==> config.mk <==
export PLATFORM = sky130hd
export DESIGN_NAME = mmsd_ctrl
export DESIGN_NICKNAME = d
export VERILOG_FILES = /design/src/hw/rtl/mmsd_pkg.sv /design/src/hw/rtl/mmsd_ctrl.sv
export SDC_FILE = /design/constraint.sdc
export NUM_CORES = 1
export LEC_CHECK = 0
export BUFFER_PORTS_ARGS = -buffer_cell sky130_fd_sc_hd__clkbuf_2
export CORE_MARGIN = 2
export CORE_UTILIZATION = 45
export DETAILED_ROUTE_END_ITERATION = 16
export GPL_ROUTABILITY_DRIVEN = 0
export PLACE_DENSITY_LB_ADDON = 0.1
export SYNTH_ARGS = -nofsm -noshare
export SYNTH_HDL_FRONTEND = slang
export SYNTH_SLANG_ARGS = --single-unit
==> constraint.sdc <==
create_clock -name clk_i -period 6.3 [get_ports clk_i]
set_input_delay 0.315 -clock clk_i [delete_from_list [all_inputs] [get_ports clk_i]]
set_output_delay 0.315 -clock clk_i [all_outputs]
set_load 0.1 [all_outputs]
==> src/hw/rtl/mmsd_pkg.sv <==
package mmsd_pkg;

  localparam int unsigned NBITS = 32;

  typedef enum logic [1:0] {
    CMD_LOAD_H     = 2'd0,
    CMD_LOAD_Y     = 2'd1,
    CMD_LOAD_PRIOR = 2'd2,
    CMD_START      = 2'd3
  } cmd_e;

  typedef struct packed {
    cmd_e               command;
    logic [4:0]         row_index;
    logic [1:0]         col_index;
    logic signed [15:0] value_re;
    logic signed [15:0] value_im;
    logic signed [15:0] llr_in;
  } in_t;

  typedef struct packed {
    logic [4:0]         bit_index;
    logic signed [31:0] llr_out;
    logic               last;
  } out_t;

  // sweep geometry after clamping
  typedef struct packed {
    logic [3:0] ntx;
    logic [3:0] nrx;
    logic [2:0] h;
    logic [5:0] tbits;
    logic [4:0] ndig;
  } geo_t;

  typedef enum logic [3:0] {
    OP_NONE, OP_INIT, OP_LEV, OP_PRI, OP_ROW, OP_MAC, OP_SQR, OP_SQI,
    OP_ACC, OP_PLO, OP_PHI, OP_FULL, OP_UPDM, OP_UPDB, OP_STEP, OP_OUT
  } dp_op_e;

  typedef struct packed {
    dp_op_e     op;
    logic       load;
    logic [4:0] j;
    logic [5:0] k;
    logic [3:0] kd;
    logic [1:0] kb;
    logic [3:0] r;
    logic [3:0] i;
  } dp_cmd_t;

  typedef struct packed {
    logic last_hyp;
  } dp_sts_t;

endpackage

==> src/hw/rtl/mmsd_ctrl.sv <==
module mmsd_ctrl import mmsd_pkg::*; (
  input  logic    clk_i,
  input  logic    rst_ni,
  input  logic    in_valid_i,
  input  cmd_e    in_command_i,
  output logic    in_stall_o,
  output logic    out_valid_o,
  input  logic    out_stall_i,
  input  geo_t    geo_i,
  input  dp_sts_t sts_i,
  output dp_cmd_t cmd_o
);

  typedef enum logic [3:0] {
    S_IDLE, S_INIT, S_LEV, S_PRI, S_ROW, S_MAC, S_SQR, S_SQI,
    S_ACC, S_PLO, S_PHI, S_FULL, S_UPDM, S_UPDB, S_STEP, S_OUT
  } state_e;

  state_e     state_q;
  logic [4:0] j_q;
  logic [5:0] k_q;
  logic [3:0] kd_q;
  logic [1:0] kb_q;
  logic [3:0] r_q;
  logic [3:0] i_q;
  logic       ov_q;
  logic [2:0] kb_inc;
  logic       kb_wrap;
  logic       out_adv;

  assign kb_inc  = {1'b0, kb_q} + 3'd1;
  assign kb_wrap = (kb_inc == geo_i.h);
  assign out_adv = !ov_q || !out_stall_i;

  always_ff @(posedge clk_i or negedge rst_ni) begin
    if (!rst_ni) begin
      state_q <= S_IDLE;
      j_q     <= '0;
      k_q     <= '0;
      kd_q    <= '0;
      kb_q    <= '0;
      r_q     <= '0;
      i_q     <= '0;
      ov_q    <= 1'b0;
    end else begin
      case (state_q)
        S_IDLE: begin
          if (in_valid_i && in_command_i == CMD_START) state_q <= S_INIT;
        end
        S_INIT: begin
          j_q     <= '0;
          state_q <= S_LEV;
        end
        S_LEV: begin
          j_q <= j_q + 5'd1;
          if (j_q + 5'd1 == geo_i.ndig) begin
            k_q     <= '0;
            kd_q    <= '0;
            kb_q    <= '0;
            state_q <= S_PRI;
          end
        end
        S_PRI: begin
          k_q <= k_q + 6'd1;
          if (kb_wrap) begin
            kb_q <= '0;
            kd_q <= kd_q + 4'd1;
          end else begin
            kb_q <= kb_inc[1:0];
          end
          if (k_q + 6'd1 == geo_i.tbits) begin
            r_q     <= '0;
            state_q <= S_ROW;
          end
        end
        S_ROW: begin
          i_q     <= '0;
          state_q <= S_MAC;
        end
        S_MAC: begin
          i_q <= i_q + 4'd1;
          if (i_q + 4'd1 == geo_i.ntx) state_q <= S_SQR;
        end
        S_SQR: state_q <= S_SQI;
        S_SQI: state_q <= S_ACC;
        S_ACC: begin
          r_q <= r_q + 4'd1;
          if (r_q + 4'd1 == geo_i.nrx) state_q <= S_PLO;
          else state_q <= S_ROW;
        end
        S_PLO: state_q <= S_PHI;
        S_PHI: state_q <= S_FULL;
        S_FULL: begin
          k_q     <= '0;
          kd_q    <= '0;
          kb_q    <= '0;
          state_q <= S_UPDM;
        end
        S_UPDM: state_q <= S_UPDB;
        S_UPDB: begin
          k_q <= k_q + 6'd1;
          if (kb_wrap) begin
            kb_q <= '0;
            kd_q <= kd_q + 4'd1;
          end else begin
            kb_q <= kb_inc[1:0];
          end
          if (k_q + 6'd1 == geo_i.tbits) state_q <= S_STEP;
          else state_q <= S_UPDM;
        end
        S_STEP: begin
          if (sts_i.last_hyp) begin
            k_q     <= '0;
            state_q <= S_OUT;
          end else begin
            j_q     <= '0;
            state_q <= S_LEV;
          end
        end
        S_OUT: begin
          if (out_adv) begin
            if (k_q != geo_i.tbits) begin
              ov_q <= 1'b1;
              k_q  <= k_q + 6'd1;
            end else begin
              ov_q    <= 1'b0;
              state_q <= S_IDLE;
            end
          end
        end
        default: state_q <= S_IDLE;
      endcase
    end
  end

  always_comb begin
    cmd_o      = '0;
    cmd_o.j    = j_q;
    cmd_o.k    = k_q;
    cmd_o.kd   = kd_q;
    cmd_o.kb   = kb_q;
    cmd_o.r    = r_q;
    cmd_o.i    = i_q;
    cmd_o.load = (state_q == S_IDLE) && in_valid_i;
    case (state_q)
      S_INIT: cmd_o.op = OP_INIT;
      S_LEV:  cmd_o.op = OP_LEV;
      S_PRI:  cmd_o.op = OP_PRI;
      S_ROW:  cmd_o.op = OP_ROW;
      S_MAC:  cmd_o.op = OP_MAC;
      S_SQR:  cmd_o.op = OP_SQR;
      S_SQI:  cmd_o.op = OP_SQI;
      S_ACC:  cmd_o.op = OP_ACC;
      S_PLO:  cmd_o.op = OP_PLO;
      S_PHI:  cmd_o.op = OP_PHI;
      S_FULL: cmd_o.op = OP_FULL;
      S_UPDM: cmd_o.op = OP_UPDM;
      S_UPDB: cmd_o.op = OP_UPDB;
      S_STEP: cmd_o.op = OP_STEP;
      S_OUT:  cmd_o.op = (out_adv && k_q != geo_i.tbits) ? OP_OUT : OP_NONE;
      default: cmd_o.op = OP_NONE;
    endcase
  end

  assign in_stall_o  = (state_q != S_IDLE);
  assign out_valid_o = ov_q;

endmodule

Yosys cells after proc, flatten, opt, wreduce, memory -nomap -nowiden
Index checks and enable logic that the tools add are counted.
Word-level totals
  bits in registers: 30
  memories kept: 0
  output and inout bits: 32
  ROM bits: 0
  RAM bits: 0
  bits in latches: 0
Cells by class
  shift-type cells: 0
  equal/unequal tests: 32
  multiplexer cells: 29
  multipliers: 0
  divide/modulo/power cells: 0
  bitwise operators: 0
  reduce and logical (&&, ||, !) cells: 21
  $add $sub $neg: 6
  magnitude comparators: 0
Operators with widths (count)
  case mux 4 bit (16 select lines): 1
  case mux 4 bit (15 select lines): 1
  two-way mux 4 bit: 12
  equality test 4 bit, second input constant: 8
  case mux 6 bit (5 select lines): 1
  two-way mux 6 bit: 4
  != test 2 bit, second input constant: 9
  equality test 4 x 3 -> 1 bit, second input constant: 4
  case mux 4 bit (2 select lines): 2
  case mux 5 bit (3 select lines): 1
  adder 4 x 1 -> 4 bit, second input constant: 3
  case mux 4 bit (3 select lines): 1
  equality test 4 x 2 -> 1 bit, second input constant: 2
  equality test 4 bit: 2
  AND reduction 2 bit: 4
  adder 6 x 1 -> 6 bit, second input constant: 1
  equality test 6 bit: 1
  two-way mux 2 bit: 3
  != test 6 bit: 1
  case mux 2 bit (3 select lines): 1
  AND reduction 6 bit: 1
  nonzero test 3 bit: 2
  adder 5 x 1 -> 5 bit, second input constant: 1
  equality test 5 bit: 1
  17 further kinds: 21

Logic depth before layout (Yosys ltp)
  depth after elaboration: 5
  gate-level depth with buffers: 7
  depth with buffers taken out: 7

Worst setup path before layout
Ideal clock, no wire load.
  path kind: register -> output
  from: register k_q[4]
  to: output cmd_o[26] in the netlist's numbering
  arrival time: 2.503 ns
  stages on the path, launching flop included: 7
  setup slack: 3.482 ns
  path buffers: 1
  path through: dfrtp_1 buf_2 xnor2_2 nand4_2 nor2_1 or3_1 nand2_1
RTL lines
  start: declaration: line mmsd_ctrl.sv:21  | logic [5:0] k_q;
  start signal: assignment: line mmsd_ctrl.sv:64  | k_q <= k_q + 6'd1;
  start signal: assignment: line mmsd_ctrl.sv:101  | k_q <= k_q + 6'd1;
  start signal: assignment: line mmsd_ctrl.sv:124  | k_q <= k_q + 6'd1;
  end: declaration: line mmsd_ctrl.sv:11  | output dp_cmd_t cmd_o

==> impl_metrics.csv <==
group,metric,value,unit
logic_synthesis,synth_edf_count,0,
route,wl_met2,2330,um
critical_path,path_class,"flop to output pin",
status,status,"finished, final reports clean",
final_layout,regArea,751,um2
route,dr.pass1.iters,4,
sta,setup_tns,0,ps
logic_synthesis,synth_async_sr_flop_share,100,%
sta,relSlewSlack,47.8,%
route,highest_layer,"met4",
die,core-area,0.00482,mm2
clocking,cts_tree,"built",
route,drt_iter0_markers,125,
logic_synthesis,syn_nets,297,
sta,setup_viol,0,
route,detail_route.vias_per_cell,5.41,
clocking,cts_hold_buffers,0,
clocking,cts.repair.resized,0,
logic_synthesis,netlist_instances,262,
final_layout,multi_input_area,0.00145,mm2
route,wl_met3,292,um
grt,grt_util_all_layers,19.9,%
sta,worst_pin_slew,784,ps
place,port_buffers,60,
logic_synthesis,syn-cell-area,0.00230,mm2
critical_path,cp_slowest_cell,"dfrtp_1",
clocking,clockBufferDepth,2,
clocking,clkSinkCount,30,
final_layout,fillers,476,
critical_path,worst-path-max-fanout,21,
logic_synthesis,synth_top_area_share,32.7,%
sta,slew_violations,0,
place,dp.final_hpwl,3960,um
grt,antenna_found_initial,0,
final_layout,nets,353,
grt,gr-total-overflow,0,
run,max_cap_viol_count,0,
final_layout,syn2layout_area_growth,18.7,%
route,drcViolationCount,0,
worst_hold_path,min_path_type,"input port to async pin",
logic_synthesis,synth_area_per_cell,8.76,um2
die,die-area,0.00569,mm2
logic_synthesis,synth_seq_cells,30,
route,wire_per_inst,13.6,um
die,num_rows,25,
die,io_pins,61,
route,route.vias.total,2088,
critical_path,critPathLaunchType,"flop",
clocking,cts_setup_buffers,0,
sta,fin_crit,2760,ps
clocking,numCtsBuffers,5,
logic_synthesis,yosysUniqueCellTypes,59,
logic_synthesis,synth_top_area_cell,"dfrtp_1",
sta,fin_crit_sh,43.8,%
critical_path,cp-end-kind,"output pin",
critical_path,cp_cell_sequence,"and2_1 > nand2_1 > or3_1 > nand2_1 > clkbuf_2",
grt,grt_pass1_vias,1894,
route,wl,5230,um
die,die_w,75.4,um
sta,skew,7.89,ps
die,start_util,47.7,%
logic_synthesis,synth-main-ff-cell,"dfrtp_1",
route,ant_nets,0,
critical_path,arrival,2440,ps
grt,grt_pass1_wl,8650,um
final_layout,drive_gt1_share,25.4,%
route,drt-met1-wl,2560,um
critical_path,critPathMaxStageDelay,700,ps
logic_synthesis,synth_seq_area_share,32.7,%
sta,fmax,0.362,GHz
die,die_h,75.4,um
sta,final-hold-violation-count,0,
clocking,cts_root_buf,"clkbuf_8",
clocking,clock_latency,290,ps
logic_synthesis,yosysWarnings,0,
logic_synthesis,synth_area_leaders,"dfrtp_1, xnor2_1, nand2_1",
critical_path,worstPathRequired,5980,ps
clocking,htreeDepth,2,
final_layout,antenna_cells,0,
grt,grt_max_degree,31,
sta,rsz0062_at_grt,"no",
critical_path,path_common_cell,"nand2_1",
clocking,path_clk_slew,70,ps
==> metrics by stage <==
step | setup slack, ps | std cells | area (um2) | hold WS (ps) | utilization [%]
floorplan | 3480 | 262 | 2300 | 19.4 | -
global placement | 3880 | 378 | 2620 | 436 | 54.3
detailed placement | 3840 | 378 | 2620 | 435 | 54.3
CTS | 3520 | 386 | 2730 | 124 | 56.6
global route | 3340 | 386 | 2730 | 166 | 56.6
finish | 3540 | 386 | 2730 | 99.4 | 56.6
==> cells by family (layout without fill, tap and decap cells) <==
group / Yosys count / in the layout / synth area share, %
AO/OA/AOI/OAI: 74 / 74 / 21.3
XOR/XNOR: 32 / 32 / 15.3
adder cells (fa/ha/maj): 6 / 6 / 3.27
buffers and inverters: 20 / 77 / 4.25
flip-flops: 30 / 30 / 32.7
multiplexers: 4 / 4 / 1.85
AND/OR/NAND/NOR: 96 / 96 / 21.4
==> flip-flops by register name, indices dropped and copies added, names as in the netlist <==
register     count
kd_q             4
k_q              6
kb_q             2
state_q          4
j_q              5
r_q              4
i_q              4
out_valid_o      1
==> cells in the final DEF, fill, tap and decap left out, types with 3 or more instances in the layout <==
cell	instances
a21boi_1	3
a21oi_1	9
a22o_1	4
a31oi_1	7
and2_1	4
and3_1	3
clkbuf_2	60
clkbuf_8	8
dfrtp_1	30
ha_1	6
inv_1	9
nand2_1	35
nand2b_1	4
nand3_1	10
nand4_1	4
nor2_1	13
nor2b_1	6
nor3_1	7
o21ai_0	17
o21ai_1	10
o31ai_1	3
xnor2_1	16
xnor2_2	3
xor2_1	10
==> metal layers <==
layer	up-vias	global-route usage, %
li1	1059	-
met1	966	27.4
met2	57	31.4
met3	6	4.89
met4	0	5.26
met5	-	0
==> cells in the mapped netlist (all sizes together), types with 2 or more instances <==
cell type and instances:
and2 4, and3 3, nand3 11, a22o 4, mux2i 2, nand2 35
nand4 5, ha 6, a211oi 2, a21boi 3, clkbuf 4, buf 7
a22oi 2, nand2b 5, xnor2 20, nor3 7, nor2 14, dfrtp 30
o21ai 28, o21a 2, a41oi 2, o31ai 3, a211o 2, nor2b 6
a21oi 10, a31oi 7, xor2 10, inv 9, mux2 2
==> layout make-up <==
type	count	area share (%)
Timing Repair Buffer	60	11.0
Inverter	9	1.24
Clock buffer	8	4.04
Tap cell	67	3.07
Multi-Input combinational cell	212	53.1
Sequential cell	30	27.5
==> worst max-delay path: cells and delay by family, from the launching register on <==
family	cells	cell delay [ps]
AND/OR/NAND/NOR	4	990
flip-flops	1	700
buffers and inverters	1	460
==> final timing paths <==
check | startpoint | endpoint | slack [ps] | cells past startpoint
min | rst_ni | out_valid_o | 100 | 1
max in group asynchronous | rst_ni | i_q[1] | 5700 | 1
max | state_q[0] | cmd_o[27] | 3540 | 5
min in group clk_i | out_stall_i | out_valid_o | 290 | 3
max reg2reg | state_q[0] | k_q[1] | 4040 | 6
min reg2reg | kd_q[3] | kd_q[3] | 490 | 1
Power is not shown: default switching activity piles up to over one toggle a cycle in this logic, so the estimate is an artifact.
